## src/hdl/assert_macros.svh

```systemverilog
// Assertion macros for the RTL; included by the tagger top level.
// Each macro checks on the rising edge of clk and is disabled during rst.
`ifndef ASSERT_MACROS_SVH
`define ASSERT_MACROS_SVH

// Condition must hold in the same cycle as the trigger.
`define ASSERT_SAME(label, trig, cond) \
  label: assert property (@(posedge clk) disable iff (rst) (trig) |-> (cond)) \
    else $error("assertion failed: same-cycle implication");

// Condition must hold in the cycle after the trigger.
`define ASSERT_NEXT(label, trig, cond) \
  label: assert property (@(posedge clk) disable iff (rst) (trig) |=> (cond)) \
    else $error("assertion failed: next-cycle implication");

`endif

```

## src/hdl/edm_pkg.sv

```systemverilog
// Package for the edit-distance / MD-tag tagger: payload types and codes.
// No dependencies; used by every module of the block.
`timescale 1ns / 1ps
`default_nettype none

package edm_pkg;

  localparam logic [1:0] CMD_PAIR     = 2'd0;
  localparam logic [1:0] CMD_GAP      = 2'd1;
  localparam logic [1:0] CMD_DEL_BASE = 2'd2;
  localparam logic [1:0] CMD_END      = 2'd3;

  localparam logic [1:0] KIND_MISMATCH  = 2'd0;
  localparam logic [1:0] KIND_DEL_START = 2'd1;
  localparam logic [1:0] KIND_DEL_BASE  = 2'd2;
  localparam logic [1:0] KIND_FINAL     = 2'd3;

  localparam logic [2:0] BASE_N = 3'd4;

  typedef struct packed {
    logic [1:0]  cmd;
    logic [2:0]  read_base;
    logic [2:0]  ref_base;
    logic [31:0] gap_ref_len;
    logic [15:0] gap_read_len;
    logic        gap_is_indel;
    logic        gap_is_deletion;
  } edm_in_t;

  typedef struct packed {
    logic [1:0]  token_kind;
    logic [15:0] run_length;
    logic [2:0]  base_code;
    logic [31:0] edit_distance;
    logic        last;
  } edm_out_t;

  typedef struct packed {
    logic    valid;
    edm_in_t data;
  } edm_stage_t;

  typedef struct packed {
    logic     valid;
    edm_out_t data;
  } edm_res_t;

endpackage

`default_nettype wire

```

## src/hdl/edm_in_reg.sv

```systemverilog
// Input register of the tagger: holds one accepted word until the core takes it.
// Depends on edm_pkg.
`timescale 1ns / 1ps
`default_nettype none

module edm_in_reg
  import edm_pkg::*;
(
  input  wire logic       clk,
  input  wire logic       rst,
  input  wire logic       item_valid,
  output logic            item_stall,
  input  wire edm_in_t    item,
  input  wire logic       adv,
  output edm_stage_t      stage
);

  logic    valid;
  edm_in_t data;
  logic    load;

  assign load       = !valid || adv;
  assign item_stall = !load;
  assign stage      = '{valid: valid, data: data};

  always_ff @(posedge clk) begin
    if (rst) begin
      valid <= 1'b0;
    end else if (load) begin
      valid <= item_valid;
    end
  end

  always_ff @(posedge clk) begin
    if (load && item_valid) begin
      data <= item;
    end
  end

endmodule

`default_nettype wire

```

## src/hdl/edm_core.sv

```systemverilog
// Tagger core: run and edit-total counters and the token decision for one word.
// Depends on edm_pkg.
`timescale 1ns / 1ps
`default_nettype none

module edm_core
  import edm_pkg::*;
#(
  parameter int RUN_BITS = 16
) (
  input  wire logic       clk,
  input  wire logic       rst,
  input  wire edm_stage_t stage,
  input  wire logic       out_free,
  output logic            adv,
  output edm_res_t        res
);

  logic [RUN_BITS-1:0]    match_run;
  logic [RUN_BITS-1:0]    match_run_next;
  logic [31:0]            edit_total;
  logic [31:0]            edit_total_next;
  logic [RUN_BITS+15:0]   run_wide;
  logic [15:0]            run_out;
  logic                   mismatch;
  logic [33:0]            gap_sum;
  logic [31:0]            gap_total;
  logic [31:0]            inc_total;
  logic [RUN_BITS-1:0]    inc_run;
  edm_in_t                d;

  assign d        = stage.data;
  assign run_wide = {16'd0, match_run};
  assign run_out  = run_wide[15:0];
  assign mismatch = (d.read_base != d.ref_base) || (d.read_base >= BASE_N)
                    || (d.ref_base >= BASE_N);
  assign gap_sum  = {2'b00, edit_total} + {18'd0, d.gap_read_len}
                    + (d.gap_is_indel ? {2'b00, d.gap_ref_len} : 34'd0);
  assign gap_total = (gap_sum[33:32] != 2'b00) ? '1 : gap_sum[31:0];
  assign inc_total = (edit_total == '1) ? edit_total : edit_total + 32'd1;
  assign inc_run   = (match_run == '1) ? match_run : match_run + RUN_BITS'(1);

  always_comb begin
    match_run_next  = match_run;
    edit_total_next = edit_total;
    res.valid       = 1'b0;
    res.data        = '0;
    case (d.cmd)
      CMD_PAIR: begin
        if (mismatch) begin
          edit_total_next          = inc_total;
          match_run_next           = '0;
          res.valid                = 1'b1;
          res.data.token_kind      = KIND_MISMATCH;
          res.data.run_length      = run_out;
          res.data.base_code       = d.ref_base;
        end else begin
          match_run_next = inc_run;
        end
      end
      CMD_GAP: begin
        edit_total_next = gap_total;
        if (d.gap_is_deletion) begin
          match_run_next      = '0;
          res.valid           = 1'b1;
          res.data.token_kind = KIND_DEL_START;
          res.data.run_length = run_out;
        end
      end
      CMD_DEL_BASE: begin
        res.valid           = 1'b1;
        res.data.token_kind = KIND_DEL_BASE;
        res.data.base_code  = d.ref_base;
      end
      default: begin
        match_run_next         = '0;
        edit_total_next        = '0;
        res.valid              = 1'b1;
        res.data.token_kind    = KIND_FINAL;
        res.data.run_length    = run_out;
        res.data.edit_distance = edit_total;
        res.data.last          = 1'b1;
      end
    endcase
    res.valid = res.valid && stage.valid;
  end

  assign adv = stage.valid && (out_free || !res.valid);

  always_ff @(posedge clk) begin
    if (rst) begin
      match_run  <= '0;
      edit_total <= '0;
    end else if (adv) begin
      match_run  <= match_run_next;
      edit_total <= edit_total_next;
    end
  end

endmodule

`default_nettype wire

```

## src/hdl/edm_out_reg.sv

```systemverilog
// Output register of the tagger: holds one token until the consumer takes it.
// Depends on edm_pkg.
`timescale 1ns / 1ps
`default_nettype none

module edm_out_reg
  import edm_pkg::*;
(
  input  wire logic     clk,
  input  wire logic     rst,
  input  wire edm_res_t res,
  output logic          out_free,
  output logic          token_valid,
  input  wire logic     token_stall,
  output edm_out_t      token
);

  assign out_free = !token_valid || !token_stall;

  always_ff @(posedge clk) begin
    if (rst) begin
      token_valid <= 1'b0;
    end else if (out_free) begin
      token_valid <= res.valid;
    end
  end

  always_ff @(posedge clk) begin
    if (out_free && res.valid) begin
      token <= res.data;
    end
  end

endmodule

`default_nettype wire

```

## src/hdl/edit_distance_md_tagger.sv

```systemverilog
// Edit-distance / MD-tag tagger top level; uses edm_pkg, edm_in_reg, edm_core, edm_out_reg.
// An accepted word passes through the input register and the output register to its token.
// One word per cycle while token_stall is low; the counter update is combinational.
// Words that cause no token leave the pipe without occupying the output register.
// Reset (rst, synchronous): clears both valid flags, the match run and the edit total.
`timescale 1ns / 1ps
`default_nettype none
`include "assert_macros.svh"

module edit_distance_md_tagger
  import edm_pkg::*;
#(
  parameter int RUN_BITS = 16
) (
  input  wire logic    clk,
  input  wire logic    rst,
  input  wire logic    item_valid,
  output logic         item_stall,
  input  wire edm_in_t item,
  output logic         token_valid,
  input  wire logic    token_stall,
  output edm_out_t     token
);

  edm_stage_t stage;
  edm_res_t   res;
  logic       adv;
  logic       out_free;

  edm_in_reg u_in_reg (
    .clk        (clk),
    .rst        (rst),
    .item_valid (item_valid),
    .item_stall (item_stall),
    .item       (item),
    .adv        (adv),
    .stage      (stage)
  );

  edm_core #(
    .RUN_BITS (RUN_BITS)
  ) u_core (
    .clk      (clk),
    .rst      (rst),
    .stage    (stage),
    .out_free (out_free),
    .adv      (adv),
    .res      (res)
  );

  edm_out_reg u_out_reg (
    .clk         (clk),
    .rst         (rst),
    .res         (res),
    .out_free    (out_free),
    .token_valid (token_valid),
    .token_stall (token_stall),
    .token       (token)
  );

  `ASSERT_SAME(a_stall_needs_full_out, item_stall, token_valid && token_stall)
  `ASSERT_SAME(a_last_on_final, token_valid, token.last == (token.token_kind == KIND_FINAL))
  `ASSERT_SAME(a_del_base_clean, token_valid && (token.token_kind == KIND_DEL_BASE),
    (token.run_length == 16'd0) && (token.edit_distance == 32'd0))
  `ASSERT_NEXT(a_stall_holds_out, token_valid && token_stall, token_valid && $stable(token))

endmodule

`default_nettype wire
```

## config.mk

```make
export PLATFORM = sky130hd
export DESIGN_NAME = edit_distance_md_tagger
export DESIGN_NICKNAME = d
export VERILOG_FILES = /design/src/hdl/edm_pkg.sv /design/src/hdl/edm_in_reg.sv /design/src/hdl/edm_core.sv /design/src/hdl/edm_out_reg.sv /design/src/hdl/edit_distance_md_tagger.sv
export VERILOG_INCLUDE_DIRS = /design/src /design/src/hdl
export SDC_FILE = /design/constraint.sdc
export NUM_CORES = 1
export LEC_CHECK = 0
export ABC_AREA = 1
export CAP_MARGIN = 20
export CORE_MARGIN = 1.5
export CORE_UTILIZATION = 50
export CTS_BUF_LIST = sky130_fd_sc_hd__clkbuf_4 sky130_fd_sc_hd__clkbuf_8
export DETAILED_ROUTE_END_ITERATION = 7
export DONT_BUFFER_PORTS = 1
export HOLD_SLACK_MARGIN = 0.03
export MAX_ROUTING_LAYER = met4
export PLACE_DENSITY_LB_ADDON = 0.12
export SLEW_MARGIN = 20
export SYNTH_ARGS = -nofsm -noshare
export SYNTH_HDL_FRONTEND = slang
export SYNTH_HIERARCHICAL = 1
export SYNTH_SLANG_ARGS = --single-unit
```

## constraint.sdc

```tcl
create_clock -name clk -period 5.4 [get_ports clk]
set_clock_uncertainty 0.05 [all_clocks]
set_input_delay 1.08 -clock clk [delete_from_list [all_inputs] [get_ports clk]]
set_output_delay 1.08 -clock clk [all_outputs]
set_load 0.03 [all_outputs]
```

=== Yosys cells after proc, flatten, opt, wreduce, memory -nomap -nowiden ===
Cells that the tools add are included.

* Add/sub/neg operators: 4
* Equal/unequal tests: 9
* Order comparisons: 2
* Bitwise logic cells: 1
* Mux-type cells: 15
* Reduce and logical (&&, ||, !) cells: 19

{| class="wikitable"
|+ Operators with widths
! kind !! count
|-
| 2-to-1 mux 32 bit || 4
|-
| case mux 16 bit (3 select lines) || 2
|-
| case mux 32 bit (3 select lines) || 1
|-
| 2-to-1 mux 16 bit || 3
|-
| adder 34 bit || 1
|-
| adder 32 x 16 -> 33 bit || 1
|-
| adder 32 x 1 -> 32 bit, second input constant || 1
|-
| == test 32 bit, second input constant || 1
|-
| 2-to-1 mux 22 bit || 1
|-
| 2-to-1 mux 19 bit || 1
|-
| adder 16 x 1 -> 16 bit, second input constant || 1
|-
| == test 16 bit, second input constant || 1
|-
| case mux 3 bit (3 select lines) || 1
|-
| AND reduction 4 bit || 2
|-
| greater-or-equal comparator 3 bit, second input constant || 2
|-
| case mux 3 bit (2 select lines) || 1
|-
| zero test 1 bit || 5
|-
| logical OR 1 bit || 5
|-
| logical AND 1 bit || 4
|-
| inequality test 2 bit, second input constant || 2
|-
| inequality test 3 x 2 -> 1 bit, second input constant || 1
|-
| inequality test 3 bit || 1
|-
| OR reduction 3 bit || 1
|-
| == test 2 x 1 -> 1 bit, second input constant || 1
|-
| 6 further kinds || 6
|}

* Register bits: 162
* Output and inout port bits: 56
* Input port bits: 62

=== Logic depth before layout (Yosys ltp) ===
* Word-level depth: 11
* Gate-level depth with buffers: 30
* Mapped depth without buffers: 29

=== By module ===
The synthesis kept the hierarchy.

{| class="wikitable"
|+ Modules (own cells, without submodules)
! module !! cells each !! times used !! area each (um2)
|-
| edm_core || 1284 || 1 || 7220.7
|-
| edm_in_reg || 66 || 1 || 1795.5
|-
| edm_out_reg || 59 || 1 || 1665.3
|}

=== Worst setup path before layout ===
Ideal clock, no wire load.

* Path kind: in2reg
* Start point: input token_stall
* End point: register u_in_reg.data, in the netlist u_in_reg/stage[0] (enable)
* Arrival: 4.021 ns
* Library setup time: 0.474 ns
* Stages on the path: 9
* Buffers on the path: 0
* Path slack: 0.855 ns
* Path through: nand2_2 -> inv_1 -> nand4_2 -> nand2_2 -> clkinv_2 -> inv_1 -> nand2_2 -> inv_2 -> nor2_1

* Longest elaborated chain between the ends: 6

{| class="wikitable"
|+ RTL lines
! element !! line !! source
|-
| start: declaration || edit_distance_md_tagger.sv:21 || <nowiki>input wire logic token_stall,</nowiki>
|-
| zero test 1 bit || edm_out_reg.sv:18 || <nowiki>assign out_free = !token_valid || !token_stall;</nowiki>
|-
| logical OR 1 bit || edm_out_reg.sv:18 ||
|-
| logical OR 1 bit || edm_core.sv:88 || <nowiki>assign adv = stage.valid && (out_free || !res.valid);</nowiki>
|-
| logical AND 1 bit || edm_core.sv:88 ||
|-
| via adv || edit_distance_md_tagger.sv:27 || <nowiki>logic adv;</nowiki>
|-
| logical OR 1 bit || edm_in_reg.sv:22 || <nowiki>assign load = !valid || adv;</nowiki>
|-
| logical AND 1 bit || edm_in_reg.sv:35 || <nowiki>if (load && item_valid) begin</nowiki>
|-
| end signal: assignment || edm_in_reg.sv:36 || <nowiki>data <= item;</nowiki>
|-
| end: declaration || edm_in_reg.sv:19 || <nowiki>edm_in_t data;</nowiki>
|}

The timed path passes the listed nets, and every way through them passes these cells.
A chain may end at the register's enable or synchronous reset.

=== Final worst setup path ===
* Start point: register u_core.edit_total[0]
* End point: register u_core.edit_total[0]

* Longest elaborated chain between the ends: 5
* Elaborated cells on any way between the ends: 11
* Those cells by class: add/sub: 3; eq/ne: 2; mux: 4; reduce/logical: 2

{| class="wikitable"
|+ RTL lines
! element !! line !! source
|-
| start: declaration || edm_core.sv:21 || <nowiki>logic [31:0] edit_total;</nowiki>
|-
| start signal: assignment || edm_core.sv:96 || <nowiki>edit_total <= edit_total_next;</nowiki>
|-
| adder 32 x 16 -> 33 bit || edm_core.sv:37 || <nowiki>assign gap_sum = {2'b00, edit_total} + {18'd0, d.gap_read_len}</nowiki>
|-
| adder 34 bit || edm_core.sv:38 || <nowiki>+ (d.gap_is_indel ? {2'b00, d.gap_ref_len} : 34'd0);</nowiki>
|-
| nonzero test 2 bit || edm_core.sv:39 || <nowiki>assign gap_total = (gap_sum[33:32] != 2'b00) ? '1 : gap_sum[31:0];</nowiki>
|-
| 2-to-1 mux 32 bit || edm_core.sv:39 ||
|-
| case mux 32 bit (3 select lines) || edm_core.sv:48 || <nowiki>case (d.cmd)</nowiki>
|}

Several ways; a longest one is shown, not always the timed one. The select of a mux whose other input is x is not followed.

==> results.md <==
* NetSw at 0.00103 W
* Layout cell share with drive strength beyond 1 at 7.24%
* PwrDens at 271 nW/um^2
* Worst skew pair latency at 0.47 ns
* Tightest Pin Transition at 1.02 ns
* Endpoints failing hold at 0
* Die Width at 149 um
* R2R Path Start: u_core/edit_total[0]
* Lkg Pwr at 4.90 nW
* Worst EP arrival at 5.25 ns
* Seq cells post-synth at 162
* Gr ovfl total at 0
* CTS Hold Bufs at 0
* Die area at 22200 um^2
* CTS Buf Count at 17
* Number of distinct library cells after synthesis at 46
* Postcts setup bufs at 0
* WP data required at 5.70 ns
* CP Cell Sequence: ha_1, inv_1, fa_1, nand3b_1, nand2_1, nand2_1, nand2_1, nand2_1, nand2_1, nand2_1, nor2_1, xor2_1, ha_1, a21o_1, a21oi_1, nand2_1, nand2_1, nand3_1, nor2_1, nand3_1, nand2_2, inv_1, o21ai_0, a21oi_1
* HP Class: reg -> reg
* WL/cell at 17.1 um
* Total Nets Final at 1509
* Max Clock Freq at 202 MHz
* Total negative slack at 0 ns
* Synth Cell Area at 10700 um^2
* Port Buffers at 0
* Worst Setup Path Type: reg -> reg
* Vias in the first global route at 8543
* Final setup viols at 0
* Crit-path max FO at 24
* Max Slew Vio Count at 0
* DR vias at 9169
* Largest stage delay, worst path at 0.48 ns
* GRT Util Overall at 27.4%
* First-pass GRT wire length at 45400 um
* Critical Path Sink: u_core/edit_total[0]
* Clock share of power at 30.7%
* Slowest stage cell, crit path: dfxtp_1
* DR iter-0 viols at 828
* Status: finished, final reports clean
* Final GP Congestion at 0.953
* FF-to-FF End: u_core/edit_total[0]
* Sequential-to-total area share from yosys stat at 40.9%
* Row cnt at 53
* H-tree Lvls at 4
* CP dominant cell by count: nand2_1
* Syn avg cell area at 7.58 um^2
* CTS Sinks at 162
* Final period utilization at 91.5%
* Unrepaired setup endpoints after global routing: no
* Area growth, synth to finish at 5.60%
* Clock Pin Slew Worst Setup and Hold Paths at 0.09 ns
* Net Sw Frac at 33.6%
* Largest net degree at the start of global routing at 59
* Max-cap violations at 0
* Worst reg2reg path depth at 24
* Initial core utilization at 50.8%
* CTS root buffer: clkbuf_8
* WL final at 28800 um
* Synthesis Warnings at 6
* Combinational Power Share at 20.8%
* DPL Wire Length at 22300 um
* Pre-Repair DR Iteration Count at 6
* Chip height at 149 um
* Layout Utilization at 53.7%
* Routed Antenna Nets at 0
* Crit path capture type: flip-flop
* Flop pwr share at 48.4%
* Antenna violations before repair at 0
* Io pins at 118
* Syn Nets at 1523
* Internal power at 0.00203 W
* CP Launch Point: u_core/edit_total[0]
* CTS resizes at 0
* CTS max path bufs at 2
* Worst R2R Setup Slack at 0.46 ns
* Rel. slew slack at 32.0%
* # diodes at 0
* CTS tree: yes
* Via/cell ratio at 5.45
* Max rail drop VDD at 0.134 mV
* Core ar. at 21000 um^2
* CP startpoint kind: flip-flop
* Final min period at 4.94 ns
* Mapped Cells at 1409
* Drt drc at 0
cells in the mapped netlist (all sizes together):
cell	n	share of area [%]
xnor2	26	2.1
nor2	166	6.1
fa	2	0.37
nand3b	5	0.35
edfxtp	112	31
and2	1	0.059
xor2	40	3.3
buf	15	1.1
o211ai	4	0.28
a31oi	14	0.82
nor3	30	1.7
o21bai	10	0.70
nand3	61	3.0
inv	193	6.8
o41ai	1	0.26
clkbuf	22	0.78
a21oi	107	5.5
o21ai	62	3.0
nand2	395	14
a21o	5	0.35
a211oi	1	0.070
clkinv	1	0.047
dfxtp	50	9.4
or2	5	0.29
nand4	19	1.2
nor4	11	0.64
o31ai	1	0.070
ha	50	5.9
metrics by stage:
step	cell area (um^2)	setup WS (ns)	cells	power (W)	hold WS, ns
6_report	11300	0.457	1683	0.00306	0.431
5_1_grt	11300	0.0464	1683	0.00321	0.480
4_1_cts	11300	0.545	1683	0.00308	0.433
3_5_place_dp	10900	0.567	1651	0.00214	0.410
3_3_place_gp	10900	0.711	1651	0.00213	0.401
2_1_floorplan	10700	0.855	1409	0.00197	0.397
cells in the final DEF (no fill, tap or decap), types with 3 or more instances in the layout:
master	Yosys	routed
nand2_1	378	377
inv_1	186	186
nor2_1	159	158
edfxtp_1	112	112
a21oi_1	93	91
nand3_1	58	58
o21ai_0	53	53
ha_1	50	50
dfxtp_1	50	50
xor2_1	40	40
xnor2_1	26	26
nor3_1	26	26
clkbuf_8	0	17
nand4_1	17	17
nand2_2	16	17
a21oi_2	14	15
a31oi_1	14	14
nor4_1	11	11
o21bai_1	10	10
inv_6	0	6
inv_2	6	6
o21ai_1	6	6
nand3b_1	5	5
a21o_1	5	5
nor2_2	5	5
clkinv_4	0	4
o211ai_1	4	4
buf_4	5	4
o21ai_2	3	3
nor2_4	2	3
nand3_2	3	3
nor3_2	3	3
or2_2	3	3
final cells by class:
type	count	area [um^2]
fill	2036	9740
multi-input combinational	1016	5400
sequential	162	4360
inverter	194	732
tap	275	344
clock buffer	18	241
clock inverter	14	164
timing repair buffer	4	30.0
power groups by stage:
stage / Sequential [W] / Clock, W / Combinational, W
finish: 0.00148 / 0.000940 / 0.000638
global route: 0.00149 / 0.00101 / 0.000712
CTS: 0.00148 / 0.000967 / 0.000627
detailed placement: 0.00151 / 0 / 0.000624
global placement: 0.00151 / 0 / 0.000624
floorplan: 0.00149 / 0 / 0.000479
routing by layer:
layer | vias up | part of all wire [%] | track usage, %
li1 | 4574 | - | -
met4 | 0 | 1.3 | 6.68
met5 | - | 0 | -
met3 | 32 | 5.8 | 4.22
met2 | 322 | 45 | 40.8
met1 | 4241 | 48 | 39.1
state kept, by name, summed over array words and instances, names as in the netlist:
name	cells
u_core/edit_total	32
u_core/match_run	16
u_in_reg/stage	58
u_in_reg/valid	1
u_out_reg/token	54
u_out_reg/token_valid	1
worst min path at each step:
stage | startpoint | to | slack, ns | cells after the start
floorplan | u_core/match_run[15] | u_core/match_run[15] | 0.40 | 2
global placement | u_core/match_run[15] | u_core/match_run[15] | 0.40 | 2
detailed placement | u_core/match_run[15] | u_core/match_run[15] | 0.41 | 2
CTS | u_core/match_run[15] | u_core/match_run[15] | 0.43 | 2
global route | u_core/match_run[15] | u_core/match_run[15] | 0.48 | 2
finish | u_core/match_run[15] | u_core/match_run[15] | 0.43 | 2
cell families (layout without fill, tap and decap cells):
kind of cell	after synthesis	in the layout	share of synthesized area, %
AOI/OAI and AO/OA	205	205	11.1
xor gates and xnor gates	66	66	5.41
adders and majority gates	52	52	6.23
buffers and inverters	231	230	8.79
DFF	162	162	40.9
and+or+nand+nor	693	693	27.6
worst max-delay path: cells and delay by family, from the launching register on:
| family | cells | cell delay [ns] |
|---|---|---|
| AND/OR/NAND/NOR | 14 | 1.97 |
| flip-flops | 1 | 0.48 |
| AO/OA/AOI/OAI | 4 | 0.80 |
| adder cells (fa/ha/maj) | 3 | 0.95 |
| buffers and inverters | 2 | 0.33 |
| XOR/XNOR | 1 | 0.27 |
No activity file was read; power rests on OpenSTA's default activity.
